[config.mk]
export PLATFORM = sky130hd
export DESIGN_NAME = serial_line_assembler_with_watchdog
export DESIGN_NICKNAME = d
export VERILOG_FILES = /design/src/rtl/sla_pkg.sv /design/src/rtl/serial_line_assembler_with_watchdog.sv
export SDC_FILE = /design/constraint.sdc
export NUM_CORES = 1
export LEC_CHECK = 0
export ABC_CLOCK_PERIOD_IN_PS = 6950
export BUFFER_PORTS_ARGS = -buffer_cell sky130_fd_sc_hd__buf_2
export CAP_MARGIN = 25
export CORE_ASPECT_RATIO = 1.25
export CORE_MARGIN = 5
export CORE_UTILIZATION = 60
export CTS_CLUSTER_SIZE = 12
export DETAILED_ROUTE_END_ITERATION = 8
export PLACE_DENSITY_LB_ADDON = 0.15
export SETUP_SLACK_MARGIN = 0.02
export SYNTH_ARGS = -nofsm -noshare
export SYNTH_HDL_FRONTEND = slang
export SYNTH_SLANG_ARGS = --single-unit
[constraint.sdc]
create_clock -name clk -period 6.95 [get_ports clk]
set_input_delay 0.695 -clock clk [delete_from_list [all_inputs] [get_ports clk]]
set_output_delay 0.695 -clock clk [all_outputs]
set_load 0.03 [all_outputs]
[src/rtl/sla_pkg.sv]
package sla_pkg;

	localparam logic [7:0] CH_NEWLINE = 8'h0A;
	localparam logic [7:0] CH_RETURN  = 8'h0D;

	localparam logic [15:0] TIMEOUT_RESET = 16'd3000;
	localparam logic [15:0] SILENCE_MAX   = 16'hFFFF;

	typedef enum logic [1:0] {
		EV_BYTE = 2'd0,
		EV_UP   = 2'd1,
		EV_LOST = 2'd2
	} event_t;

	typedef enum logic [0:0] {
		KIND_BYTE = 1'b0,
		KIND_TICK = 1'b1
	} kind_t;

	typedef enum logic [2:0] {
		ST_IDLE,
		ST_LOST,
		ST_UP,
		ST_RD,
		ST_EMIT
	} state_t;

endpackage

[src/rtl/serial_line_assembler_with_watchdog.sv]
// A beat is accepted in any cycle in which the block is idle.
// A tick or a plain byte keeps the block busy only when it raises a link event.
// A link event is loaded into the output register from ST_UP or ST_LOST once that register is free.
// A newline closing a non-empty line holds off input until its bytes are out, after ST_UP on link-up;
// bytes pass ST_RD then ST_EMIT, as the memory read port is registered; output stalls add to this.
// Reset clears the line length, link state and silence count, and sets the timeout to 3000.
module serial_line_assembler_with_watchdog #(
	parameter int LINE_BYTES = 64
) (
	input  logic        clk,
	input  logic        arst_n,
	input  logic        cfg_we,
	input  logic [15:0] cfg_wdata,      // silence_timeout_ticks
	input  logic        s_axis_tvalid,
	output logic        s_axis_tready,
	input  logic [7:0]  s_axis_tdata,   // rx_byte
	input  logic        s_axis_tuser,   // kind
	output logic        m_axis_tvalid,
	input  logic        m_axis_tready,
	output logic [7:0]  m_axis_tdata,   // line_byte
	output logic [1:0]  m_axis_tuser,   // event_res
	output logic        m_axis_tlast    // line_last
);
	import sla_pkg::*;

	localparam int AW = (LINE_BYTES > 2) ? $clog2(LINE_BYTES) : 1;
	localparam logic [AW-1:0] LEN_MAX = AW'(LINE_BYTES - 1);

	logic [7:0]    line_mem [LINE_BYTES];
	logic [7:0]    rd_data_q;

	state_t        state_q, state_d;
	logic [AW-1:0] line_len_q;
	logic          last_cr_q;
	logic          link_up_q;
	logic [15:0]   silence_q;
	logic [15:0]   timeout_q;
	logic          nl_q;
	logic [AW-1:0] emit_len_q;
	logic [AW-1:0] idx_q;

	logic          out_valid_q;
	logic [7:0]    out_byte_q;
	event_t        out_ev_q;
	logic          out_last_q;

	logic          accept;
	logic          is_tick;
	logic          is_nl;
	logic [15:0]   silence_inc;
	logic          lost;
	logic          mem_we;
	logic          free;
	logic          load;
	event_t        load_ev;
	logic [7:0]    load_byte;
	logic          load_last;
	logic          idx_last;

	assign s_axis_tready = (state_q == ST_IDLE);
	assign accept        = s_axis_tvalid && s_axis_tready;
	assign is_tick       = (kind_t'(s_axis_tuser) == KIND_TICK);
	assign is_nl         = (s_axis_tdata == CH_NEWLINE);
	assign silence_inc   = (silence_q == SILENCE_MAX) ? silence_q : silence_q + 16'd1;
	assign lost          = link_up_q && (silence_inc >= timeout_q);
	assign mem_we        = accept && !is_tick && !is_nl && (line_len_q < LEN_MAX);
	assign free          = !out_valid_q || m_axis_tready;
	assign idx_last      = (idx_q == emit_len_q - AW'(1));

	always_comb begin
		state_d   = state_q;
		load      = 1'b0;
		load_ev   = EV_BYTE;
		load_byte = 8'h00;
		load_last = 1'b0;
		case (state_q)
			ST_IDLE: begin
				if (accept) begin
					if (is_tick) begin
						if (lost) begin
							state_d = ST_LOST;
						end
					end else if (!link_up_q) begin
						state_d = ST_UP;
					end else if (is_nl && (line_len_q - AW'(last_cr_q)) != '0) begin
						state_d = ST_RD;
					end
				end
			end
			ST_LOST: begin
				if (free) begin
					load    = 1'b1;
					load_ev = EV_LOST;
					state_d = ST_IDLE;
				end
			end
			ST_UP: begin
				if (free) begin
					load    = 1'b1;
					load_ev = EV_UP;
					state_d = (nl_q && emit_len_q != '0) ? ST_RD : ST_IDLE;
				end
			end
			ST_RD: begin
				state_d = ST_EMIT;
			end
			ST_EMIT: begin
				if (free) begin
					load      = 1'b1;
					load_ev   = EV_BYTE;
					load_byte = rd_data_q;
					load_last = idx_last;
					state_d   = idx_last ? ST_IDLE : ST_RD;
				end
			end
			default: begin
				state_d = ST_IDLE;
			end
		endcase
	end

	always_ff @(posedge clk or negedge arst_n) begin
		if (!arst_n) begin
			state_q <= ST_IDLE;
		end else begin
			state_q <= state_d;
		end
	end

	always_ff @(posedge clk or negedge arst_n) begin
		if (!arst_n) begin
			line_len_q <= '0;
			last_cr_q  <= 1'b0;
			link_up_q  <= 1'b0;
			silence_q  <= '0;
			timeout_q  <= TIMEOUT_RESET;
			nl_q       <= 1'b0;
			emit_len_q <= '0;
			idx_q      <= '0;
		end else begin
			if (cfg_we) begin
				timeout_q <= cfg_wdata;
			end
			if (accept) begin
				if (is_tick) begin
					silence_q <= silence_inc;
					if (lost) begin
						link_up_q <= 1'b0;
					end
				end else begin
					silence_q <= '0;
					link_up_q <= 1'b1;
					nl_q      <= is_nl;
					idx_q     <= '0;
					if (is_nl) begin
						emit_len_q <= line_len_q - AW'(last_cr_q);
						line_len_q <= '0;
						last_cr_q  <= 1'b0;
					end else if (line_len_q < LEN_MAX) begin
						line_len_q <= line_len_q + AW'(1);
						last_cr_q  <= (s_axis_tdata == CH_RETURN);
					end else begin
						line_len_q <= '0;
						last_cr_q  <= 1'b0;
					end
				end
			end
			if (state_q == ST_EMIT && free && !idx_last) begin
				idx_q <= idx_q + AW'(1);
			end
		end
	end

	always_ff @(posedge clk) begin
		if (mem_we) begin
			line_mem[line_len_q] <= s_axis_tdata;
		end
		rd_data_q <= line_mem[idx_q];
	end

	always_ff @(posedge clk or negedge arst_n) begin
		if (!arst_n) begin
			out_valid_q <= 1'b0;
		end else if (load) begin
			out_valid_q <= 1'b1;
		end else if (m_axis_tready) begin
			out_valid_q <= 1'b0;
		end
	end

	always_ff @(posedge clk) begin
		if (load) begin
			out_byte_q <= load_byte;
			out_ev_q   <= load_ev;
			out_last_q <= load_last;
		end
	end

	assign m_axis_tvalid = out_valid_q;
	assign m_axis_tdata  = out_byte_q;
	assign m_axis_tuser  = out_ev_q;
	assign m_axis_tlast  = out_last_q;

endmodule

== After elaboration in Yosys (flattened, before gate mapping) ==
Memory sizes are Yosys's and may differ from the RTL's. A register that Yosys moved wholly into a read port is not among the register bits.
Index checks and enable logic that the tools add are counted.

* Memories kept: 1
* Bits in writable memories: 512
* Output and inout port bits: 13
* Register bits after elaboration: 68

{| class="wikitable"
|+ Memories
! name !! words !! bits a word !! rd ports !! clocked after Yosys merged registers in !! write ports !! line !! RTL
|-
| line_mem || 64 || 8 || 1 || 1 || 1 || serial_line_assembler_with_watchdog.sv:29 || <nowiki>logic [7:0] line_mem [LINE_BYTES];</nowiki>
|}

* Eq/ne operators: 16
* Add/subtract/negate cells: 5
* Order comparisons: 2
* Reduce and logical (&&, ||, !) cells: 26
* Multiplexer cells: 31
* Bitwise logic cells: 1

{| class="wikitable"
|+ Operators with widths
! cell !! count
|-
| $mux W16 || 2
|-
| $mux W6 || 5
|-
| $mux W3 || 8
|-
| $add A16 B1 Y16 const B || 1
|-
| $eq A16 B16 Y1 const B || 1
|-
| $eq A8 B4 Y1 const B || 2
|-
| $ge A16 B16 Y1 || 1
|-
| $pmux W3 S5 || 1
|-
| $add A6 B1 Y6 const B || 2
|-
| $reduce_bool A6 Y1 || 2
|-
| $mux W1 || 11
|-
| $logic_and A1 B1 Y1 || 9
|-
| $reduce_and A2 Y1 || 4
|-
| $eq A3 B2 Y1 const B || 2
|-
| $eq A6 B6 Y1 || 1
|-
| $lt A6 B6 Y1 const B || 1
|-
| $mux W2 || 3
|-
| $ne A2 B1 Y1 const B || 3
|-
| $ne A2 B2 Y1 const B || 3
|-
| $reduce_and A6 Y1 || 1
|-
| $sub A6 B1 Y6 || 1
|-
| $sub A6 B1 Y6 const B || 1
|-
| $logic_not A1 Y1 || 4
|-
| $ne A4 B3 Y1 const B || 1
|-
| 10 further kinds || 11
|}

== Longest topological paths before layout ==
* Word-level depth: 8
* Gate-level depth with buffers: 16
* Mapped depth without buffers: 13

== Least setup slack after synthesis ==
OpenSTA, ideal clock, no wires.

* Path type: flip-flop to flip-flop
* From: register silence_q[6]
* To: register state_q[1]
* Path buffers: 3
* Setup time: 125 ps
* Data required time: 6825 ps
* Arrival time: 3389 ps
* Clock period less this slack: 3514 ps
* Cell stages (with the launch flop): 16
* Path slack: 3436 ps
* Cells stage by stage: dfrtp_1 -> buf_2 -> and4_1 -> and3_1 -> clkbuf_1 -> nand3_1 -> clkbuf_1 -> nor2_1 -> a21o_1 -> ha_1 -> nor2b_1 -> o211a_1 -> o311ai_0 -> nand4_1 -> o311ai_0 -> mux2_2

* Longest elaborated chain between the ends: 6
* Elaborated cells on any way between the ends: 7
* Those cells by class: add/sub (1); order compare (1); eq/ne (2); mux (1); reduce/logical (2)

{| class="wikitable"
|+ Ends and longest elaborated chain
! item !! line !! RTL
|-
| start: declaration || serial_line_assembler_with_watchdog.sv:36 || <nowiki>logic [15:0] silence_q;</nowiki>
|-
| start signal: assignment || serial_line_assembler_with_watchdog.sv:146 || <nowiki>silence_q <= silence_inc;</nowiki>
|-
| $add A16 B1 Y16 or $eq A16 B16 Y1 (tied branches) || serial_line_assembler_with_watchdog.sv:64 || <nowiki>assign silence_inc = (silence_q == SILENCE_MAX) ? silence_q : silence_q + 16'd1;</nowiki>
|-
| $mux W16 * || serial_line_assembler_with_watchdog.sv:64 ||
|-
| $ge A16 B16 Y1 * || serial_line_assembler_with_watchdog.sv:65 || <nowiki>assign lost = link_up_q && (silence_inc >= timeout_q);</nowiki>
|-
| $logic_and A1 B1 Y1 * || serial_line_assembler_with_watchdog.sv:65 ||
|-
| $ne A3 B2 Y1 (no line) * || -- ||
|-
| $reduce_and A6 Y1 (no line) * || -- ||
|-
| end signal: assignment || serial_line_assembler_with_watchdog.sv:126 || <nowiki>state_q <= state_d;</nowiki>
|-
| end: declaration || serial_line_assembler_with_watchdog.sv:32 || <nowiki>state_t state_q, state_d;</nowiki>
|}

Mark *: on every way between the ends. The rest lies on a longest branch, timed or not.
A chain may end at the register's enable or synchronous reset.

== Final worst setup path ==
Same ends and word-level chain as after synthesis.

==> flow_summary.yaml <==
synth:
  ys_warn_count: 0
  synthCells: 1299
  synth_edf_count: 523
  synth-main-ff-cell: "edfxtp_1"
  synth_area_per_cell_um2: 18.5
  synth-seq-cells: 588
  synth_nets: 1351
  synth_area_leaders: "edfxtp_1, mux4_2, dfrtp_1, nor2_1, ha_1"
  ys_types: 64
  yosysTopAreaCellShare_pct: 65.3
  synth-async-reset-ratio_pct: 9.69
  netlist_area_um2: 24000
  yosysTopAreaCell: "edfxtp_1"
  yosysSeqAreaShare_pct: 72.0
clocking:
  clock_path_buffers: 3
  cts_resized: 0
  ctsHoldBuffers: 0
  cts_tree: "built"
  cts_setup_buffers: 0
  htreeDepth: 2
  cts_made_buffers: 57
  clock_latency_ns: 0.59
  cts_root_buf: "clkbuf_16"
  cts.sinks: 588
  clkTransAtPathRegs_ns: 0.06
timing:
  skew_ns: 0.0186
  max_freq_mhz: 257
  max-slew-margin-rel_pct: 40.5
  setup-violations-final: 0
  setup_tns_ns: 0
  tightestPinTransition_ns: 0.892
  finalMaxSlewViolations: 0
  grt_setup_unrepaired: "no"
  hold_viol_final: 0
  min_period_over_period_pct: 56.0
  layout_min_cycle_time_ns: 3.89
cells_and_area:
  fillers: 2619
  fin_area_um2: 26300
  mostFrequentLayoutCell: "edfxtp_1"
  syn_to_final_growth_pct: 9.41
  multiInputGateArea_um2: 6290
  fin_util_pct: 65.9
  final_nets: 1395
  layout_common_cells: "edfxtp_1, mux4_2, nor2_1"
  drive_gt1_share_pct: 22.4
  register_area_um2: 17300
  antenna_cells: 0
setup_path:
  critical_path_class: "flip-flop to flip-flop"
  slowest_delay_ns: 0.51
  crit_top_cell: "o311ai_0"
  required_ns: 7.41
  cp.arrival_ns: 4.35
  critPathLaunchType: "flip-flop"
  crit_slowest_cell: "o311ai_0"
  worstSetupEndpointType: "flip-flop"
  crit_chain: "and4_1, and3_1, nand3_1, nor2_1, a21o_1, ha_1, nor2b_1, o211a_1, o311ai_0, nand4_1, o311ai_0, mux2_2"
  cp_max_fo: 11
grt:
  grt_use_total_pct: 23.2
  overflow: 0
  grt_start_max_net_pins: 70
  antenna_found_initial: 0
  grt_pass1_vias: 12000
  grt_pass1_wl_um: 76000
placed_design:
  numPortBuffers: 42
  hpwl_um: 31100
  gp_congestion: 0.826
  placed_cell_area_um2: 24700
floorplanning:
  num_rows: 82
  core_um2: 39900
  dieArea_um2: 44200
  fp.dieH_um: 234
  start_util_pct: 60.2
  num_io_pins: 43
  dieWidth_um: 189
pwr:
  powerDensity_nw_per_um2: 338
  power.leakage_uw: 0.00843
  irDropWorstVdd_v: 0.000252
drt:
  finalWirelength_um: 49700
  viasPerCell: 6.35
  antenna_left: 0
  vias: 11900
  dr.pass1.iters: 5
  drcViolationCount: 0
  wl_per_cell_um: 26.5
  drt-initial-drc-count: 1025
worst_hold_path:
  hp-class: "input port to asynchronous set/reset pin"
run_status:
  status: "finished, final reports clean"
flow_run:
  cap_violations: 0
-- area by class of cell --
type	count	area share [%]
sequential	588	65.8
tap	504	2.40
timing repair buffer	58	1.30
clock buffer	78	5.80
clock inverter	9	0.395
multi-input combinational	611	23.9
inverter	27	0.385
-- power breakdown --
part           leakage, µW  internal [µW]  switching, µW
sequential         0.00548           4010            186
combinational      0.00217            869           1040
clock             0.000786           1580           1200
-- cells by family (layout without fill, tap and decap cells) --
| group | count (synthesis) | after routing | synth area share (%) |
|---|---|---|---|
| xor+xnor | 25 | 25 | 0.911 |
| compound gates | 111 | 111 | 2.79 |
| simple gates | 268 | 268 | 5.26 |
| flops | 588 | 588 | 72.0 |
| mux | 185 | 185 | 16.1 |
| fa+ha+maj | 22 | 22 | 1.14 |
| buf+inv | 100 | 172 | 1.88 |
-- critical path, delay by kind of cell (launching register included) --
family / cells / cell delay (ns)
compound gates: 4 / 1.14
simple gates: 6 / 1.54
mux: 1 / 0.39
fa+ha+maj: 1 / 0.24
flops: 1 / 0.46
-- registers in the layout, summed over array words and instances, names as in the netlist --
name and cells:
state_q 3, m_axis_tuser 2, last_cr_q 1, idx_q 6, emit_len_q 6, line_len_q 6
m_axis_tvalid 1, m_axis_tlast 1, line_mem 512, link_up_q 1, silence_q 16, rd_data_q 8
nl_q 1, timeout_q 16, m_axis_tdata 8
-- Yosys cell counts (8+ instances only) --
cell type	instances
dfxtp_1	8
mux2_2	8
clkbuf_1	35
buf_1	10
mux2i_1	17
inv_1	27
nand3_1	24
nand2_1	71
edfxtp_1	523
o21ai_0	50
buf_2	19
nor2_1	99
mux4_2	160
nor2b_1	9
and2_1	12
ha_1	22
dfrtp_1	50
a21oi_1	17
xnor2_1	20
-- routing by layer --
| metal | routed length (µm) | GRT usage [%] |
|---|---|---|
| met1 | 19500 | 32.1 |
| met3 | 3710 | 4.21 |
| met2 | 25000 | 38.5 |
| met5 | 0 | 0 |
| met4 | 1560 | 7.38 |
-- path summary, 6_finish.rpt --
check / start / to / slack, ns / cells after the start
hold reg to reg: last_cr_q$_DFFE_PN0P_ / last_cr_q$_DFFE_PN0P_ / 0.49 / 2
setup reg to reg: silence_q[6]$_DFFE_PN0P_ / state_q[1]$_DFFE_PN0P_ / 3.06 / 12
setup / recovery: silence_q[6]$_DFFE_PN0P_ / state_q[1]$_DFFE_PN0P_ / 3.06 / 12
hold / removal: arst_n / timeout_q[1]$_DFFE_PN0P_ / 0.26 / 2
max in group asynchronous: arst_n / idx_q[0]$_DFFE_PN0P_ / 6.13 / 2
min in group clk: cfg_wdata[7] / timeout_q[7]$_DFFE_PN1P_ / 0.33 / 3
-- metrics by stage --
stage	hold WS (ns)	std cells	setup WS, ns	power, µW
2_1_floorplan	0.399	1299	3.44	5640
3_3_place_gp	0.467	1788	3.01	6190
3_5_place_dp	0.470	1788	2.92	6210
4_1_cts	0.264	1875	3.09	8990
5_1_grt	0.315	1875	2.72	9290
6_report	0.255	1875	3.06	8900
Note: power is estimated with default switching activity, not from simulation.
